==> config.mk <==
export PLATFORM = sky130hd
export DESIGN_NAME = dlrs_ram
export DESIGN_NICKNAME = d
export VERILOG_FILES = /design/src/hw/rtl/dlrs_ram.sv
export SDC_FILE = /design/constraint.sdc
export NUM_CORES = 2
export LEC_CHECK = 0
export BUFFER_PORTS_ARGS = -buffer_cell sky130_fd_sc_hd__buf_2
export CORE_ASPECT_RATIO = 0.5
export CORE_MARGIN = 4
export CORE_UTILIZATION = 57
export CTS_CLUSTER_DIAMETER = 100
export DETAILED_ROUTE_END_ITERATION = 12
export HOLD_SLACK_MARGIN = 0.15
export PLACE_DENSITY = 0.79
export RECOVER_POWER = 50
export SLEW_MARGIN = 10
export SYNTH_ARGS = -nofsm -noshare
export SYNTH_HDL_FRONTEND = slang
export SYNTH_SLANG_ARGS = --single-unit
==> constraint.sdc <==
create_clock -name clock -period 16.6 [get_ports clock]
set_input_delay 0.83 -clock clock [delete_from_list [all_inputs] [get_ports clock]]
set_output_delay 0.83 -clock clock [all_outputs]
set_load 0.02 [all_outputs]
==> src/hw/rtl/dlrs_ram.sv <==
// Generic single-port-write, single-port-read RAM with a registered read.
`timescale 1ns / 1ps
module dlrs_ram #(
   parameter int WIDTH = 62,
   parameter int DEPTH = 64
) (
   input  logic                     clock,
   input  logic                     wr_en,
   input  logic [$clog2(DEPTH)-1:0] wr_addr,
   input  logic [WIDTH-1:0]         wr_data,
   input  logic [$clog2(DEPTH)-1:0] rd_addr,
   output logic [WIDTH-1:0]         rd_data
);
   logic [WIDTH-1:0] mem_ff [DEPTH];

   always_ff @(posedge clock) begin
      if (wr_en) begin
         mem_ff[wr_addr] <= wr_data;
      end
      rd_data <= mem_ff[rd_addr];
   end
endmodule

=== Yosys cells after proc, flatten, opt, wreduce, memory -nomap -nowiden ===
Memories as Yosys holds them, arrays and structs flattened. A register that Yosys moved wholly into a read port is not among the register bits.
Cells that the tools add are included.

* Add/sub/neg operators: 0
* Multiply operators: 0
* Div/mod/pow operators: 0
* Magnitude comparators: 0
* Eq/ne operators: 0
* Shift-type cells: 0
* Muxes and demuxes: 2
* Bitwise logic cells: 0
* Reduce and logical (&&, ||, !) cells: 0

{| class="wikitable"
|+ Operator list
! kind !! count
|-
| 1-bit two-way mux || 2
|}

* Bits in registers: 0
* Bits in latches: 0
* Memory bits (writable): 3968
* Memory bits (read-only): 0
* Input bits: 76
* Word-level logic and storage cells: 3
* Memories kept: 1

{| class="wikitable"
|+ Memories
! memory !! words !! width !! rd ports !! clocked after Yosys merged registers in !! write ports !! line !! RTL
|-
| mem_ff || 64 || 62 || 1 || 1 || 1 || 14 || <nowiki>logic [WIDTH-1:0] mem_ff [DEPTH];</nowiki>
|}

=== Logic depth before layout (Yosys ltp) ===
* Word-level depth: 2
* Gate-level depth with buffers: 10
* Gate-level depth less buffers: 5

=== Worst setup path after synthesis ===
OpenSTA, ideal clock, no wires.

* Kind: input to register
* Start: input wr_addr[3]
* End: memory mem_ff[48][0] (enable)
* Data arrival time: 5.541 ns
* Required time: 16.042 ns
* Setup slack: 10.501 ns
* Stages: 4
* Path buffers: 1
* Cell sequence: clkbuf_1 > nor2b_1 > nand4b_1 > nor3_1

{| class="wikitable"
|+ RTL lines
! what !! line !! RTL
|-
| start: declaration || 9 || <nowiki>input logic [$clog2(DEPTH)-1:0] wr_addr,</nowiki>
|-
| end: declaration || 14 ||
|}

Straight into the memory's write port.

==> metrics.cfg <==
[detailed_routing]
route.detailed.drc=0
vias=78294
wl_um=427000
dr.pass1.iters=8
viasPerCell=7.30
detail-route-antenna-nets=0
first_iter_violations=15333
wire_per_inst_um=39.8

[cts]
clk_latency_ns=0.89
cts_setup_buffers=0
cts.repair.resized=0
clk_pin_slew_ns=0.07
tritoncts=done
clk_path_buf_depth=4
cts-root-buf=clkbuf_16
cts_inserted_buffers=345
ctsHtreeMaxLevel=5
cts_sinks=4030
ctsHoldBuffers=0

[setup_path]
crit_type=in2reg
r2r_end=rd_data[2]$_DFF_P_
start_kind=input port
cp_cell_sequence=buf_8 > buf_4 > buf_4 > buf_4 > nand2b_2 > buf_4 > o22ai_1 > o32ai_1 > o21ai_1 > nor3_1
crit_path_top_delay_cell=buf_4
critPathMaxFanout=72
rrSetupSlack_ns=14.43
endpoint_kind=flip-flop
crit_top_cell=buf_4
max_stage_delay_ns=0.78
r2r-start=mem_ff[50][2]$_DFFE_PP_
critPathRequiredTime_ns=17.37
reg2reg_depth=5
worst_ep_arrival_time_ns=5.52

[cells_and_area]
design_area_um2=168000
drive_gt1_frac=0.244
fill_cells=15807
areaGrowthSynthToFinish_pct=10.5
layout_commonest_cell=edfxtp_1
layout.cells.most_common_list=3968 x edfxtp_1, 855 x mux4_2, 352 x clkbuf_16
fin_nets=7017

[timing]
setup_viol=0
slew-limit-headroom=-1.18
hold_violations=0
fin_crit_sh=0.287
finalMaxSlewViolations=4059
rsz0062_at_grt=no
hold_ws_ns=0.481
fin_crit_ns=4.76
max_freq_ghz=0.210
tightest_slew_ns=3.27
finalSetupTns_ns=0
fin_skew_ns=0.0395
setup_slack_ns=11.84

[hold_path]
hold_path_class=in2reg
whs_path_depth=2
hold_path_end=mem_ff[48][54]$_DFFE_PP_
min-delay-start=wr_addr[1]

[power]
power.density_nw_per_um2=121
power_uw=20300
ir_worst_vdd_mv=0.104
leakagePower_uw=0.0518

[logic_synthesis]
synth-seq-area-share=0.793
synth-seq-cells=4030
syn-mean-instance-area_um2=22.8
synth-edff-count=3968
synth_nets=6726
synth_ff_type=edfxtp_1
syn-cell-area_um2=152000
syn_inst=6650
ys_types=49
ys_warn_count=0
synthArstFlopShare=0

[global_routing]
antenna_found_initial=15
grt_usage=0.310
grt_max_degree=147
grt_pass1_wl_um=602000
grt_overflow_total=0
first_global_vias=79039

[run]
drv_cap=65

[place]
dpl-instance-area_um2=157000
portBuffers=137
place.gp.congestion=0.805
place_hpwl_um=206000
pre_cts_slack_ns=10.94

[die]
die_w_um=738
pin_count=138
rows=133
die_h_um=373
start_util=0.575
fp.dieArea_um2=275000
core_um2=264000

[run_status]
outcome=finished, violations left
violations=max-capacitance violations, max-slew violations

## stage by stage
step           std cells  utilization
2_1_floorplan       6650            -
3_3_place_gp       10103        0.595
3_5_place_dp       10104        0.595
4_1_cts            10712        0.636
5_1_grt            10719        0.635
6_report           10726        0.635
## cell type report
type                            instances  area, um^2  area share
Multi-Input combinational cell       2235       29900       0.178
Sequential cell                      4030      120000       0.718
Timing Repair Buffer                  329        2220      0.0132
Clock inverter                        151        1370     0.00819
Antenna cell                           14        35.0    0.000209
Clock buffer                          457        9370      0.0559
Tap cell                             3510        4390      0.0262
## routing by layer
metal	part of all wire	wire length, um	GRT usage
met1	0.32	138000	0.425
met5	0.00014	61	0
met2	0.46	197000	0.467
met4	0.065	27800	0.167
met3	0.15	64400	0.0765
## worst max-delay path: cells and delay by family
| family | cells | cell delay [ns] |
|---|---|---|
| buf+inv | 5 | 3.17 |
| compound gates | 3 | 0.74 |
| simple gates | 2 | 0.55 |
## cells in the mapped netlist (all sizes together) (11+ instances only)
cell type	count	area (um^2)
edfxtp	3968	119000
mux4	855	19300
buf	246	1530
o22ai	241	1510
mux2i	234	2340
clkbuf	139	527
nor2	104	393
mux2	98	1100
a22oi	95	713
o21ai	79	395
o221ai	64	561
dfxtp	62	1240
nor2b	60	375
nand3	49	245
nand2	46	173
a221oi	33	289
nor4	33	206
a21oi	32	160
a22o	32	280
nor3	31	155
a211oi	29	218
o22a	18	158
a2bb2oi	15	131
and3	15	93.8
nand2b	15	93.8
a311oi	14	123
o32ai	11	96.3
## power by group
| part | total, uW | switching, uW | internal [uW] |
|---|---|---|---|
| combinational | 978 | 643 | 335 |
| sequential | 11300 | 49.6 | 11300 |
| clock | 8000 | 3630 | 4360 |
| total | 20300 | 4330 | 16000 |
## how the worst max path moves through the flow
stage | from | endpoint | slack, ns | cells past startpoint
finish | rd_addr[2] | rd_data[42]$_DFF_P_ | 11.84 | 10
global route | rd_addr[0] | rd_data[7]$_DFF_P_ | 11.62 | 10
CTS | rd_addr[0] | rd_data[7]$_DFF_P_ | 11.87 | 10
detailed placement | rd_addr[0] | rd_data[7]$_DFF_P_ | 10.94 | 10
global placement | rd_addr[0] | rd_data[7]$_DFF_P_ | 10.92 | 10
floorplan | wr_addr[3] | mem_ff[48][0]$_DFFE_PP_ | 10.50 | 4
## cell families (layout without fill, tap and decap cells)
| kind of cell | Yosys count | in the layout | synth area share |
|---|---|---|---|
| AO/OA/AOI/OAI | 672 | 672 | 0.0310 |
| multiplexers | 1187 | 1187 | 0.150 |
| flip-flops | 4030 | 4030 | 0.793 |
| buffers and inverters | 385 | 937 | 0.0136 |
| AND/OR/NAND/NOR | 376 | 376 | 0.0125 |
| other | 0 | 14 | 0 |
## registers in the layout, summed over array words and instances, names as in the netlist
| name | flops |
|---|---|
| mem_ff | 3968 |
| rd_data | 62 |
Note: power is estimated with default switching activity, not from simulation.
